==> config.mk <==
export PLATFORM = sky130hd
export DESIGN_NAME = numeric_token_parser_unit
export DESIGN_NICKNAME = d
export VERILOG_FILES = /design/src/hw/rtl/ntp_pkg.sv /design/src/hw/rtl/ntp_step.sv /design/src/hw/rtl/numeric_token_parser_unit.sv
export SDC_FILE = /design/constraint.sdc
export NUM_CORES = 1
export LEC_CHECK = 0
export BUFFER_PORTS_ARGS = -buffer_cell sky130_fd_sc_hd__buf_4
export CAP_MARGIN = 15
export CORE_MARGIN = 8
export CORE_UTILIZATION = 45
export DETAILED_ROUTE_END_ITERATION = 16
export GPL_TIMING_DRIVEN = 0
export PLACE_DENSITY_LB_ADDON = 0.1
export SYNTH_ARGS = -nofsm -noshare
export SYNTH_HDL_FRONTEND = slang
export SYNTH_SLANG_ARGS = --single-unit
==> constraint.sdc <==
create_clock -name clk_i -period 10.6 [get_ports clk_i]
set_input_delay 1.06 -clock clk_i [delete_from_list [all_inputs] [get_ports clk_i]]
set_output_delay 1.06 -clock clk_i [all_outputs]
set_load 0.05 [all_outputs]
==> src/hw/rtl/ntp_pkg.sv <==
// Shared types, character codes and digit decoding for the number token parser.
package ntp_pkg;

  // Character codes
  localparam logic [7:0] ChPlus  = 8'h2B;
  localparam logic [7:0] ChMinus = 8'h2D;
  localparam logic [7:0] ChPoint = 8'h2E;
  localparam logic [7:0] ChHash  = 8'h23;
  localparam logic [7:0] ChLowE  = 8'h65;
  localparam logic [7:0] ChUpE   = 8'h45;
  localparam logic [7:0] ChZero  = 8'h30;
  localparam logic [7:0] ChNine  = 8'h39;
  localparam logic [7:0] ChLowA  = 8'h61;
  localparam logic [7:0] ChLowZ  = 8'h7A;
  localparam logic [7:0] ChUpA   = 8'h41;
  localparam logic [7:0] ChUpZ   = 8'h5A;

  localparam logic [5:0] DecBase = 6'd10;
  localparam logic [5:0] MinBase = 6'd2;
  localparam logic [5:0] MaxBase = 6'd36;
  localparam logic [7:0] FracCountMax = 8'd255;

  localparam int unsigned AccWidthDefault = 32;

  typedef enum logic [3:0] {
    PH_START      = 4'd0,
    PH_SIGN       = 4'd1,
    PH_WHOLE      = 4'd2,
    PH_FRAC       = 4'd3,
    PH_RADIX      = 4'd4,
    PH_EXP_START  = 4'd5,
    PH_EXP_SIGN   = 4'd6,
    PH_EXP_DIGITS = 4'd7,
    PH_BAD        = 4'd8
  } phase_e;

  typedef enum logic [1:0] {
    KIND_INVALID = 2'd0,
    KIND_INT     = 2'd1,
    KIND_REAL    = 2'd2
  } kind_e;

  // Parser control state (accumulators travel separately, their width is a parameter)
  typedef struct packed {
    phase_e      phase;
    logic        mant_negative;
    logic        exp_negative;
    logic        digit_seen;
    logic [5:0]  radix;
    logic [7:0]  frac_count;
  } ctrl_t;

  localparam ctrl_t CtrlInit = '{
    phase:         PH_START,
    mant_negative: 1'b0,
    exp_negative:  1'b0,
    digit_seen:    1'b0,
    radix:         DecBase,
    frac_count:    8'd0
  };

  // One result item
  typedef struct packed {
    logic [31:0] exponent;
    logic [7:0]  frac_digits;
    logic [31:0] frac_value;
    logic [31:0] whole_part;
    logic        negative;
    logic [31:0] int_value;
    kind_e       kind;
  } result_t;

  // Decoded digit: value 0..35 and a valid flag
  typedef struct packed {
    logic       valid;
    logic [5:0] value;
  } digit_t;

  function automatic digit_t digit_of(input logic [7:0] c);
    digit_t r;
    logic [7:0] t;
    r = '{valid: 1'b0, value: 6'd0};
    t = 8'd0;
    if (c >= ChZero && c <= ChNine) begin
      t = c - ChZero;
      r.valid = 1'b1;
    end else if (c >= ChLowA && c <= ChLowZ) begin
      t = c - ChLowA + 8'd10;
      r.valid = 1'b1;
    end else if (c >= ChUpA && c <= ChUpZ) begin
      t = c - ChUpA + 8'd10;
      r.valid = 1'b1;
    end
    r.value = t[5:0];
    return r;
  endfunction

endpackage

==> src/hw/rtl/ntp_step.sv <==
// One parse step: next parser state and the result item for one character.
module ntp_step #(
  parameter int unsigned ACC_WIDTH = ntp_pkg::AccWidthDefault
) (
  input  logic [7:0]           ch_i,
  input  logic                 last_i,
  input  ntp_pkg::ctrl_t       ctrl_i,
  input  logic [ACC_WIDTH-1:0] whole_i,
  input  logic [ACC_WIDTH-1:0] frac_i,
  input  logic [ACC_WIDTH-1:0] exp_i,
  output ntp_pkg::ctrl_t       ctrl_o,
  output logic [ACC_WIDTH-1:0] whole_o,
  output logic [ACC_WIDTH-1:0] frac_o,
  output logic [ACC_WIDTH-1:0] exp_o,
  output ntp_pkg::result_t     result_o
);

  // Zero-extend or truncate an accumulator to a 32-bit field
  function automatic logic [31:0] to32(input logic [ACC_WIDTH-1:0] v);
    logic [ACC_WIDTH+31:0] w;
    w = (ACC_WIDTH + 32)'(v);
    return w[31:0];
  endfunction

  ntp_pkg::digit_t       dig;
  logic                  dec;
  logic                  is_e;
  logic                  is_sign;
  logic [ACC_WIDTH-1:0]  dig_acc;
  logic [ACC_WIDTH-1:0]  whole_mac;
  logic [ACC_WIDTH-1:0]  frac_mac;
  logic [ACC_WIDTH-1:0]  exp_mac;
  ntp_pkg::ctrl_t        c_n;
  logic [ACC_WIDTH-1:0]  whole_n;
  logic [ACC_WIDTH-1:0]  frac_n;
  logic [ACC_WIDTH-1:0]  exp_n;
  ntp_pkg::kind_e        kind;

  // Character classes
  assign dig     = ntp_pkg::digit_of(ch_i);
  assign dec     = dig.valid && (dig.value < ntp_pkg::DecBase);
  assign is_e    = (ch_i == ntp_pkg::ChLowE) || (ch_i == ntp_pkg::ChUpE);
  assign is_sign = (ch_i == ntp_pkg::ChPlus) || (ch_i == ntp_pkg::ChMinus);
  assign dig_acc = ACC_WIDTH'(dig.value);

  // Multiply-accumulate, wrapping at ACC_WIDTH; radix holds ten in the decimal phases
  assign whole_mac = ACC_WIDTH'(whole_i * ACC_WIDTH'(ctrl_i.radix)) + dig_acc;
  assign frac_mac  = ACC_WIDTH'(frac_i * ACC_WIDTH'(ntp_pkg::DecBase)) + dig_acc;
  assign exp_mac   = ACC_WIDTH'(exp_i * ACC_WIDTH'(ntp_pkg::DecBase)) + dig_acc;

  // Phase transitions
  always_comb begin
    c_n     = ctrl_i;
    whole_n = whole_i;
    frac_n  = frac_i;
    exp_n   = exp_i;
    case (ctrl_i.phase)
      ntp_pkg::PH_START, ntp_pkg::PH_SIGN: begin
        if (ctrl_i.phase == ntp_pkg::PH_START && is_sign) begin
          c_n.mant_negative = (ch_i == ntp_pkg::ChMinus);
          c_n.phase = ntp_pkg::PH_SIGN;
        end else if (dec) begin
          whole_n = dig_acc;
          c_n.digit_seen = 1'b1;
          c_n.phase = ntp_pkg::PH_WHOLE;
        end else if (ch_i == ntp_pkg::ChPoint) begin
          c_n.phase = ntp_pkg::PH_FRAC;
        end else begin
          c_n.phase = ntp_pkg::PH_BAD;
        end
      end
      ntp_pkg::PH_WHOLE: begin
        if (dec) begin
          whole_n = whole_mac;
        end else if (ch_i == ntp_pkg::ChPoint) begin
          c_n.phase = ntp_pkg::PH_FRAC;
        end else if (ch_i == ntp_pkg::ChHash) begin
          if (whole_i >= ACC_WIDTH'(ntp_pkg::MinBase) &&
              whole_i <= ACC_WIDTH'(ntp_pkg::MaxBase)) begin
            c_n.radix = whole_i[5:0];
            whole_n = '0;
            c_n.digit_seen = 1'b0;
            c_n.phase = ntp_pkg::PH_RADIX;
          end else begin
            c_n.phase = ntp_pkg::PH_BAD;
          end
        end else if (is_e) begin
          c_n.phase = ntp_pkg::PH_EXP_START;
        end else begin
          c_n.phase = ntp_pkg::PH_BAD;
        end
      end
      ntp_pkg::PH_FRAC: begin
        if (dec) begin
          frac_n = frac_mac;
          if (ctrl_i.frac_count != ntp_pkg::FracCountMax) begin
            c_n.frac_count = ctrl_i.frac_count + 8'd1;
          end
          c_n.digit_seen = 1'b1;
        end else if (is_e && ctrl_i.digit_seen) begin
          c_n.phase = ntp_pkg::PH_EXP_START;
        end else begin
          c_n.phase = ntp_pkg::PH_BAD;
        end
      end
      ntp_pkg::PH_RADIX: begin
        if (dig.valid && dig.value < ctrl_i.radix) begin
          whole_n = whole_mac;
          c_n.digit_seen = 1'b1;
        end else begin
          c_n.phase = ntp_pkg::PH_BAD;
        end
      end
      ntp_pkg::PH_EXP_START, ntp_pkg::PH_EXP_SIGN: begin
        if (ctrl_i.phase == ntp_pkg::PH_EXP_START && is_sign) begin
          c_n.exp_negative = (ch_i == ntp_pkg::ChMinus);
          c_n.phase = ntp_pkg::PH_EXP_SIGN;
        end else if (dec) begin
          exp_n = dig_acc;
          c_n.phase = ntp_pkg::PH_EXP_DIGITS;
        end else begin
          c_n.phase = ntp_pkg::PH_BAD;
        end
      end
      ntp_pkg::PH_EXP_DIGITS: begin
        if (dec) begin
          exp_n = exp_mac;
        end else begin
          c_n.phase = ntp_pkg::PH_BAD;
        end
      end
      default: begin
        c_n.phase = ntp_pkg::PH_BAD;
      end
    endcase
  end

  // Classify the token as it stands after this character
  always_comb begin
    if (c_n.phase == ntp_pkg::PH_WHOLE ||
        (c_n.phase == ntp_pkg::PH_RADIX && c_n.digit_seen)) begin
      kind = ntp_pkg::KIND_INT;
    end else if ((c_n.phase == ntp_pkg::PH_FRAC && c_n.digit_seen) ||
                 c_n.phase == ntp_pkg::PH_EXP_DIGITS) begin
      kind = ntp_pkg::KIND_REAL;
    end else begin
      kind = ntp_pkg::KIND_INVALID;
    end
  end

  // Result fields; unused fields stay zero
  always_comb begin
    result_o = '0;
    result_o.kind = kind;
    case (kind)
      ntp_pkg::KIND_INT: begin
        result_o.int_value = to32(c_n.mant_negative ? (ACC_WIDTH'(0) - whole_n) : whole_n);
        result_o.negative  = c_n.mant_negative;
      end
      ntp_pkg::KIND_REAL: begin
        result_o.negative    = c_n.mant_negative;
        result_o.whole_part  = to32(whole_n);
        result_o.frac_value  = to32(frac_n);
        result_o.frac_digits = c_n.frac_count;
        result_o.exponent    = to32(c_n.exp_negative ? (ACC_WIDTH'(0) - exp_n) : exp_n);
      end
      default: begin
        result_o.kind = ntp_pkg::KIND_INVALID;
      end
    endcase
  end

  // A token's last character returns the parser to its start state
  assign ctrl_o  = last_i ? ntp_pkg::CtrlInit : c_n;
  assign whole_o = last_i ? '0 : whole_n;
  assign frac_o  = last_i ? '0 : frac_n;
  assign exp_o   = last_i ? '0 : exp_n;

endmodule

==> src/hw/rtl/numeric_token_parser_unit.sv <==
// Number token parser top level: input register, parser state and result register.
//
// Usage: characters of a number token enter on the s_axis channel, one per
// item, ch in tdata[7:0] and tlast high on the token's final character.
// For each token one result item leaves on m_axis, carrying the kind
// (invalid, integer, real) on tuser and the integer or real parts on tdata.
// Result path: the input register takes the final character at its accepting
// edge, and the result register loads the result item from it when the parse
// step fires, which a stuck result on m_axis can delay.
// Throughput: one character per cycle while no final character waits on a
// stuck result; the per-character multiply-accumulate and phase update sit
// between the input register and the parser state registers.
// Reset: rst_ni clears the parser to its token-start state and drops both
// valid flags; no clearing pass is needed.
// Stall: while m_axis_tready is low a pending result holds; characters that
// end no token keep flowing, and a final character waits in the input
// register, holding s_axis_tready low, until the result register frees.
module numeric_token_parser_unit #(
  parameter int unsigned ACC_WIDTH = ntp_pkg::AccWidthDefault
) (
  input  logic         clk_i,
  input  logic         rst_ni,
  input  logic         s_axis_tvalid,
  output logic         s_axis_tready,
  input  logic [7:0]   s_axis_tdata,   // [7:0] ch
  input  logic         s_axis_tlast,
  output logic         m_axis_tvalid,
  input  logic         m_axis_tready,
  // [31:0] int_value, [32] negative, [64:33] whole_part, [96:65] frac_value,
  // [104:97] frac_digits, [136:105] exponent, [143:137] zero
  output logic [143:0] m_axis_tdata,
  output logic [1:0]   m_axis_tuser    // [1:0] kind
);

  logic                 in_valid_q;
  logic [7:0]           ch_q;
  logic                 last_q;
  logic                 step_fire;
  logic                 in_fire;
  ntp_pkg::ctrl_t       ctrl_q, ctrl_d;
  logic [ACC_WIDTH-1:0] whole_q, whole_d;
  logic [ACC_WIDTH-1:0] frac_q, frac_d;
  logic [ACC_WIDTH-1:0] exp_q, exp_d;
  ntp_pkg::result_t     result_d;
  ntp_pkg::result_t     out_q;
  logic                 out_valid_q;

  // Handshake: a character is processed unless it ends a token while a result is stuck
  assign step_fire     = in_valid_q && (!last_q || !out_valid_q || m_axis_tready);
  assign s_axis_tready = !in_valid_q || step_fire;
  assign in_fire       = s_axis_tvalid && s_axis_tready;

  // Input register
  always_ff @(posedge clk_i or negedge rst_ni) begin
    if (!rst_ni) begin
      in_valid_q <= 1'b0;
    end else if (s_axis_tready) begin
      in_valid_q <= s_axis_tvalid;
    end
  end

  always_ff @(posedge clk_i) begin
    if (in_fire) begin
      ch_q   <= s_axis_tdata;
      last_q <= s_axis_tlast;
    end
  end

  // Parse step
  ntp_step #(
    .ACC_WIDTH(ACC_WIDTH)
  ) u_step (
    .ch_i     (ch_q),
    .last_i   (last_q),
    .ctrl_i   (ctrl_q),
    .whole_i  (whole_q),
    .frac_i   (frac_q),
    .exp_i    (exp_q),
    .ctrl_o   (ctrl_d),
    .whole_o  (whole_d),
    .frac_o   (frac_d),
    .exp_o    (exp_d),
    .result_o (result_d)
  );

  // Parser state
  always_ff @(posedge clk_i or negedge rst_ni) begin
    if (!rst_ni) begin
      ctrl_q  <= ntp_pkg::CtrlInit;
      whole_q <= '0;
      frac_q  <= '0;
      exp_q   <= '0;
    end else if (step_fire) begin
      ctrl_q  <= ctrl_d;
      whole_q <= whole_d;
      frac_q  <= frac_d;
      exp_q   <= exp_d;
    end
  end

  // Result register
  always_ff @(posedge clk_i or negedge rst_ni) begin
    if (!rst_ni) begin
      out_valid_q <= 1'b0;
    end else if (step_fire && last_q) begin
      out_valid_q <= 1'b1;
    end else if (m_axis_tready) begin
      out_valid_q <= 1'b0;
    end
  end

  always_ff @(posedge clk_i) begin
    if (step_fire && last_q) begin
      out_q <= result_d;
    end
  end

  assign m_axis_tvalid = out_valid_q;
  assign m_axis_tdata  = {7'b0, out_q.exponent, out_q.frac_digits, out_q.frac_value,
                          out_q.whole_part, out_q.negative, out_q.int_value};
  assign m_axis_tuser  = out_q.kind;

  // A token's final character always produces a result item
  a_result_loaded : assert property (@(posedge clk_i) disable iff (!rst_ni)
    step_fire && last_q |=> out_valid_q)
    else $error("final character did not load a result");

  // The parser is back at token start after each result
  a_state_cleared : assert property (@(posedge clk_i) disable iff (!rst_ni)
    step_fire && last_q |=> ctrl_q.phase == ntp_pkg::PH_START && whole_q == '0 &&
                           frac_q == '0 && exp_q == '0)
    else $error("parser state not cleared after a token");

  // In the decimal phases the base is ten
  a_radix_decimal : assert property (@(posedge clk_i) disable iff (!rst_ni)
    (ctrl_q.phase == ntp_pkg::PH_START || ctrl_q.phase == ntp_pkg::PH_SIGN ||
     ctrl_q.phase == ntp_pkg::PH_WHOLE || ctrl_q.phase == ntp_pkg::PH_FRAC)
    |-> ctrl_q.radix == ntp_pkg::DecBase)
    else $error("radix is not ten in a decimal phase");

  // An empty input register never back-pressures the sender
  a_ready_when_empty : assert property (@(posedge clk_i) disable iff (!rst_ni)
    !in_valid_q |-> s_axis_tready)
    else $error("input stalled with an empty input register");

endmodule

==> results of run 1 <==
==> kinds of logic (layout without fill, tap and decap cells) <==
kind of cell / after synthesis / after routing / synth area share (%)
and+or+nand+nor: 954 / 954 / 19.97
AOI/OAI and AO/OA: 683 / 683 / 18.70
adders and majority gates: 317 / 317 / 19.74
buffers and inverters: 268 / 484 / 4.324
DFF: 267 / 267 / 30.30
xor gates and xnor gates: 181 / 181 / 6.469
muxes: 11 / 11 / 0.4799
other: 1 / 7 / 0.01530
==> per-layer routing <==
metal  vias to the layer above  track usage (%)
li1                      10050                -
met1                     10470            31.88
met2                       692            44.44
met3                       146            3.359
met4                         0            8.262
met5                         -                0
==> per-stage QoR <==
step / hold WS [ps] / setup TNS [ps]
after global placement: 467.3 / -83970
final: 381.9 / 0
after CTS: 369.0 / 0
after global routing: 386.5 / 0
after floorplan: 450.5 / 0
after detailed placement: 481.6 / 0
==> registers in the layout (all words and copies together) (netlist names), 2 cells and up <==
signal / cells
whole_q: 32
m_axis_tuser: 2
m_axis_tdata: 137
exp_q: 32
frac_q: 32
ctrl_q: 21
ch_q: 8
==> synth_stat cells, drive strengths merged, types with 12 or more instances <==
cell / number / area share (%)
ha: 201 / 10
inv: 128 / 2.0
dfrtp: 117 / 12
nand3: 47 / 1.0
nand4: 22 / 0.59
nand2b: 15 / 0.38
xor2: 70 / 2.5
nor4: 18 / 0.57
edfxtp: 148 / 18
a21o: 43 / 1.3
or2: 16 / 0.41
and4: 15 / 0.54
and2: 147 / 3.8
clkbuf: 116 / 1.8
and3: 24 / 0.61
or3: 24 / 0.61
xnor2: 111 / 4.0
o21ai: 179 / 3.7
a31oi: 21 / 0.54
o211ai: 20 / 0.65
nor3: 57 / 1.2
o21bai: 14 / 0.43
o21a: 24 / 0.74
a22o: 44 / 1.6
or4: 14 / 0.44
a211oi: 28 / 0.86
o31ai: 14 / 0.43
nand2: 227 / 3.5
nor2: 255 / 3.9
a21oi: 143 / 2.9
fa: 116 / 9.5
buf: 23 / 0.57
o22ai: 12 / 0.36
nor2b: 28 / 0.71
a22oi: 37 / 1.2
==> worst reg2reg max path, delay by kind of cell, from the launching register on <==
kind | cells | cell delay [ps]
xor+xnor | 1 | 210
compound gates | 10 | 3050
simple gates | 8 | 1740
buf+inv | 7 | 1850
fa+ha+maj | 3 | 890
flops | 1 | 420
==> power by group through the flow <==
stage	combinational [mW]	sequential (mW)	clock [mW]
final	0.380	1.16	1.14
after global routing	0.408	1.16	1.20
after CTS	0.378	1.16	1.16
after detailed placement	0.376	1.18	0
after global placement	0.366	1.19	0
after floorplan	0.172	1.25	0
==> layout make-up <==
type	count	area [um^2]	share of cell area, %
plain buffers	139	575.6	2.074
clock buffers	41	873.3	3.147
clock inverters	16	206.4	0.7439
inverters	129	484.2	1.745
multi-input cells	2153	16050	57.84
flip-flops and latches	267	7425	26.75
well taps	696	870.8	3.138
repair buffers	159	1265	4.558
==> worst paths after layout <==
kind                                   startpoint  slack [ps]                             end
min in group clk_i         frac_q[31]$_DFFE_PN0P_         490          frac_q[31]$_DFFE_PN0P_
setup reg to reg                ch_q[0]$_DFFE_PP_        2190  m_axis_tdata[30]$_SDFFCE_PP0P_
hold / removal                             rst_ni         380          ctrl_q[10]$_DFFE_PN0P_
max in group asynchronous                  rst_ni        9380           exp_q[11]$_DFFE_PN0P_
hold reg to reg            frac_q[31]$_DFFE_PN0P_         490          frac_q[31]$_DFFE_PN0P_
setup / recovery                ch_q[0]$_DFFE_PP_        2190  m_axis_tdata[30]$_SDFFCE_PP0P_
==> metrics.md, run 1 <==
| Metric | Value |
|---|---|
| Clock power frac | `42.6%` |
| Chip height | `249.4 um` |
| Routability Congestion | `0.9148` |
| DP Cell Count | `3543` |
| WL met3 | `4.292 mm` |
| Worst-path cell with the longest stage delay | `a222oi_1` |
| Async S/R FF share, synth | `44.57%` |
| Most common cell after layout, fill and taps aside | `nor2_1` |
| Clock transition at path regs | `60 ps` |
| Tot GR Track Use | `25.30%` |
| CP peak stage delay | `690 ps` |
| Tcrit/Tclk final | `79.34%` |
| Initial Util | `45.54%` |
| Clock skew | `15.55 ps` |
| Initial antenna violation count | `0` |
| Met2 Routed Length | `39.50 mm` |
| Yosys reg bits | `267` |
| Via/cell ratio | `5.933` |
| Post-Place Cell Area | `26670 um^2` |
| Vias in the first global route | `21550` |
| Tot Pwr | `2.678 mW` |
| Crit path DAT | `8730 ps` |
| Top layer used by detailed routing | `met4` |
| Max VDD drop | `0.1138 mV` |
| Most frequent cells in the layout | `nor2_1, nand2_1, ha_1` |
| Nets@finish | `3210` |
| Final Util | `51.57%` |
| Worst setup path class | `flop to flop` |
| Diode count | `0` |
| First-pass GRT wire length | `126.2 mm` |
| Internal power | `1.931 mW` |
| CTS tree | `built` |
| HP Class | `input port to async pin` |
| Count of pins over their slew limit | `0` |
| Worst slew pin tran | `1339 ps` |
| Routed Antenna Nets | `0` |
| Outcome | `complete, no violations` |
| CP max FO | `10` |
| Via total after detailed routing | `21360` |
| # Max-Cap Violations | `0` |
| Grt ovf | `0` |
| FMAX | `118.9 MHz` |
| Mapped Area | `24510 um^2` |
| Share of power burned in registers | `43.2%` |
| Minimum clock period | `8410 ps` |
| Yosys cell types | `113` |
| Sequential share of the synthesized area | `30.30%` |
| Synthesis Warnings | `0` |
| Leakage | `12.04 nW` |
| Crit end category | `flop` |
| Pwr/cell area | `96.50 nW/um^2` |
| Syn Area/Cell | `9.137 um^2` |
| Setup bufs post-CTS | `0` |
| Die ar. | `62180 um^2` |
| Clk_lat worst skew | `580 ps` |
| Startpoint types | `flop` |
| Final Hold Viols | `0` |
| Port Buffers | `153` |
| Post-synthesis cell count | `2682` |
| H-Tree Depth | `1` |
| Switching Fraction | `27.89%` |
| Endpoints failing setup | `0` |
| Clk sinks | `267` |
| Top FF cell, synth | `edfxtp_1` |
| Non-filler instance count after layout | `3600` |
| Worst path most repeated cell | `clkbuf_1` |
| Post-DP HPWL | `63.53 mm` |
| Cell at the root of the clock tree | `clkbuf_16` |
| Final instance area | `27750 um^2` |
| Post-place setup slack | `2339 ps` |
| Slew HR | `10.74%` |
| Die width | `249.4 um` |
| CTS max path bufs | `3` |
| Critical path buffers and inverters | `7` |
| Final Worst Setup Slack | `2190 ps` |
| Residual DRC | `0` |
| Sw Pwr | `0.7468 mW` |
| Largest net degree at the start of global routing | `91` |
| DR WL/cell | `22.40 um` |
| Initial detailed-routing violation count | `1718` |
| RSZ-0062 raised after global routing | `false` |
| M1 WL | `34.01 mm` |
| Number of synthesized flops with an enable pin | `148` |
| Crit path max-delay family | `compound AO/OA/AOI/OAI gates` |
| Layout cells sized above 1 | `9.883%` |
| I/O pins | `161` |
| CTS resizes | `0` |
| Fillers | `5029` |
| Crit path depth | `29` |
| Row Count | `85` |
| CTS Buf Count | `31` |
| Core footprint | `53810 um^2` |
| Detailed Routing Iterations Pass 1 | `6` |
| Area delta synth->final | `13.24%` |
| Req. time, crit path | `10920 ps` |
| Final wirelength | `80.64 mm` |
| Hold_buf cts | `0` |
| Worst R2R Path Depth | `29` |
| Comb pwr share | `14.2%` |
No activity file was read; power rests on OpenSTA's default activity.
==> run 2, diff against run 1 <==
clock period = 8.7 ns   (was 10.6 ns; I/O delays follow)
==> metrics.md, run 2 (same netlist as run 1, synthesis figures left out) <==
| Metric | Value |
|---|---|
| Outcome | `complete, no violations` |
| Endpoints failing setup | `0 (unchanged)` |
| I/O pins | `161 (unchanged)` |
| Clock transition at path regs | `60 ps (about the same)` |
| Vias in the first global route | `21550 (unchanged)` |
| Max VDD drop | `0.1400 mV (+23%)` |
| Clock skew | `14.73 ps (-0.8147 ps)` |
| RSZ-0062 raised after global routing | `false` |
| Final Hold Viols | `0 (unchanged)` |
| Final instance area | `27770 um^2 (about the same)` |
| Area delta synth->final | `13.31% (about the same)` |
| Startpoint types | `flop` |
| Most common cell after layout, fill and taps aside | `nor2_1` |
| Via/cell ratio | `5.941 (+0.14%)` |
| Worst path most repeated cell | `fa_1` |
| Most frequent cells in the layout | `nor2_1, nand2_1, ha_1` |
| Slew HR | `10.41% (-0.33 points)` |
| Initial Util | `45.54% (unchanged)` |
| Final wirelength | `80.64 mm (about the same)` |
| Leakage | `12.05 nW (about the same)` |
| Req. time, crit path | `9010 ps (-1910 ps)` |
| Worst setup path class | `flop to flop` |
| First-pass GRT wire length | `126.2 mm (unchanged)` |
| Hold_buf cts | `0 (unchanged)` |
| Clk sinks | `267 (unchanged)` |
| Largest net degree at the start of global routing | `91 (unchanged)` |
| Routability Congestion | `0.9148 (unchanged)` |
| Die ar. | `62180 um^2 (unchanged)` |
| # Max-Cap Violations | `0 (unchanged)` |
| Worst R2R Path Depth | `24 (-17%)` |
| Setup bufs post-CTS | `0 (unchanged)` |
| Chip height | `249.4 um (unchanged)` |
| Initial antenna violation count | `0 (unchanged)` |
| Worst-path cell with the longest stage delay | `a2111oi_0` |
| Setup_tns | `0 ps (unchanged)` |
| CTS Buf Count | `31 (unchanged)` |
| Tcrit/Tclk final | `93.59% (+14 points)` |
| Detailed Routing Iterations Pass 1 | `5 (-1)` |
| Tot GR Track Use | `25.30% (unchanged)` |
| Post-Place Cell Area | `26670 um^2 (unchanged)` |
| HP Class | `input port to async pin` |
| CP startpoint | `ctrl_q[11]$_DFFE_PN1P_` |
| R2R Setup Slk | `560 ps (-1630 ps)` |
| Core footprint | `53810 um^2 (unchanged)` |
| Crit path DAT | `8450 ps (-280 ps)` |
| Routed Antenna Nets | `0 (unchanged)` |
| DR WL/cell | `22.39 um (about the same)` |
| Diode count | `0 (unchanged)` |
| CTS max path bufs | `3 (unchanged)` |
| H-Tree Depth | `1 (unchanged)` |
| Worst slew pin tran | `1344 ps (+4.892 ps)` |
| CP peak stage delay | `860 ps (+170 ps)` |
| Residual DRC | `0 (unchanged)` |
| Cell at the root of the clock tree | `clkbuf_16` |
| Crit path max-delay family | `adder cells` |
| Row Count | `85 (unchanged)` |
| Die width | `249.4 um (unchanged)` |
| CTS tree | `built` |
| FMAX | `122.8 MHz (+3.3%)` |
| Port Buffers | `153 (unchanged)` |
| Post-DP HPWL | `63.53 mm (unchanged)` |
| DP Cell Count | `3543 (unchanged)` |
| Pwr/cell area | `117.5 nW/um^2 (+22%)` |
| Initial detailed-routing violation count | `1691 (-1.6%)` |
| Non-filler instance count after layout | `3602 (+0.056%)` |
| Critical path buffers and inverters | `5 (-2)` |
| Minimum clock period | `8142 ps (-268.2 ps)` |
| Grt ovf | `0 (unchanged)` |
| Crit end category | `flop` |
| Max reg flops | `137 (unchanged)` |
| Clk_lat worst skew | `580 ps (about the same)` |
| Worst r2r dst | `m_axis_tdata[31]$_SDFFCE_PP0P_` |
| CTS resizes | `0 (unchanged)` |
| Layout cells sized above 1 | `9.945% (+0.062 points)` |
| Nets@finish | `3212 (+0.062%)` |
| CP cell instances | `clkbuf_1 > clkbuf_1 > nand2_1 > fa_1 > fa_1 > inv_1 > fa_1 > inv_1 > fa_1 > inv_1 > ha_1 > a21o_1 > a21oi_1 > nand4_1 > a2111oi_0 > o41ai_1 > xor2_1 > a22oi_2 > and2_1 > nand3_2 > or4_1 > o41ai_2 > xnor2_1 > nor2_1` |
| R2R Path Start | `ctrl_q[11]$_DFFE_PN1P_` |
| Count of pins over their slew limit | `0 (unchanged)` |
| CP max FO | `10 (unchanged)` |
| Via total after detailed routing | `21400 (+0.20%)` |
[run 2: cell count changes in the layout (fill, tap and decap cells not counted)]
cell,before,now
buf_4,160,162
[run 2: how the worst max path moves through the flow]
stage / endpoint / slack (ps) / depth (start not counted)
global route: m_axis_tdata[28]$_SDFFCE_PP0P_ / 60 / 31
floorplan: m_axis_tdata[0]$_SDFFCE_PP0P_ / 810 / 5
detailed placement: m_axis_tdata[30]$_SDFFCE_PP0P_ / 440 / 28
finish: m_axis_tdata[31]$_SDFFCE_PP0P_ / 560 / 24
CTS: m_axis_tdata[30]$_SDFFCE_PP0P_ / 420 / 28
global placement: m_axis_tdata[58]$_SDFFCE_PP0P_ / -2330 / 6
[run 2: routing by layer]
layer | GRT usage, % | vias to the layer above | routed length [um] | part of all wire, %
li1 | - | 10040 | - | -
met1 | 31.88 | 10550 | 34050 | 42
met2 | 44.44 | 658 | 39490 | 49
met3 | 3.359 | 149 | 4203 | 5.2
met4 | 8.262 | 0 | 2894 | 3.6
met5 | 0 | - | 0 | 0
[run 2: final cells by class]
type	instances	area (um^2)
Buffer	139	575.6
Clock buffer	41	873.3
Clock inverter	16	206.4
Fill cell	5028	26050
Inverter	129	484.2
Multi-Input combinational cell	2153	16050
Sequential cell	267	7425
Tap cell	696	870.8
Timing Repair Buffer	161	1280
[run 2: report_power, final]
part	internal [mW]	switching, mW
combinational	0.128	0.334
sequential	1.38	0.0321
clock	0.846	0.544
[run 2: through the flow]
stage	hold slack [ps]	power [mW]	worst slack, ps	utilization [%]
global placement	467.3	1.892	-2335	49.33
CTS	179.0	3.280	416.2	51.57
detailed placement	481.6	1.892	439.5	49.56
finish	186.9	3.263	557.9	51.60
floorplan	450.5	1.736	810.9	-
global route	196.5	3.374	60.16	51.60
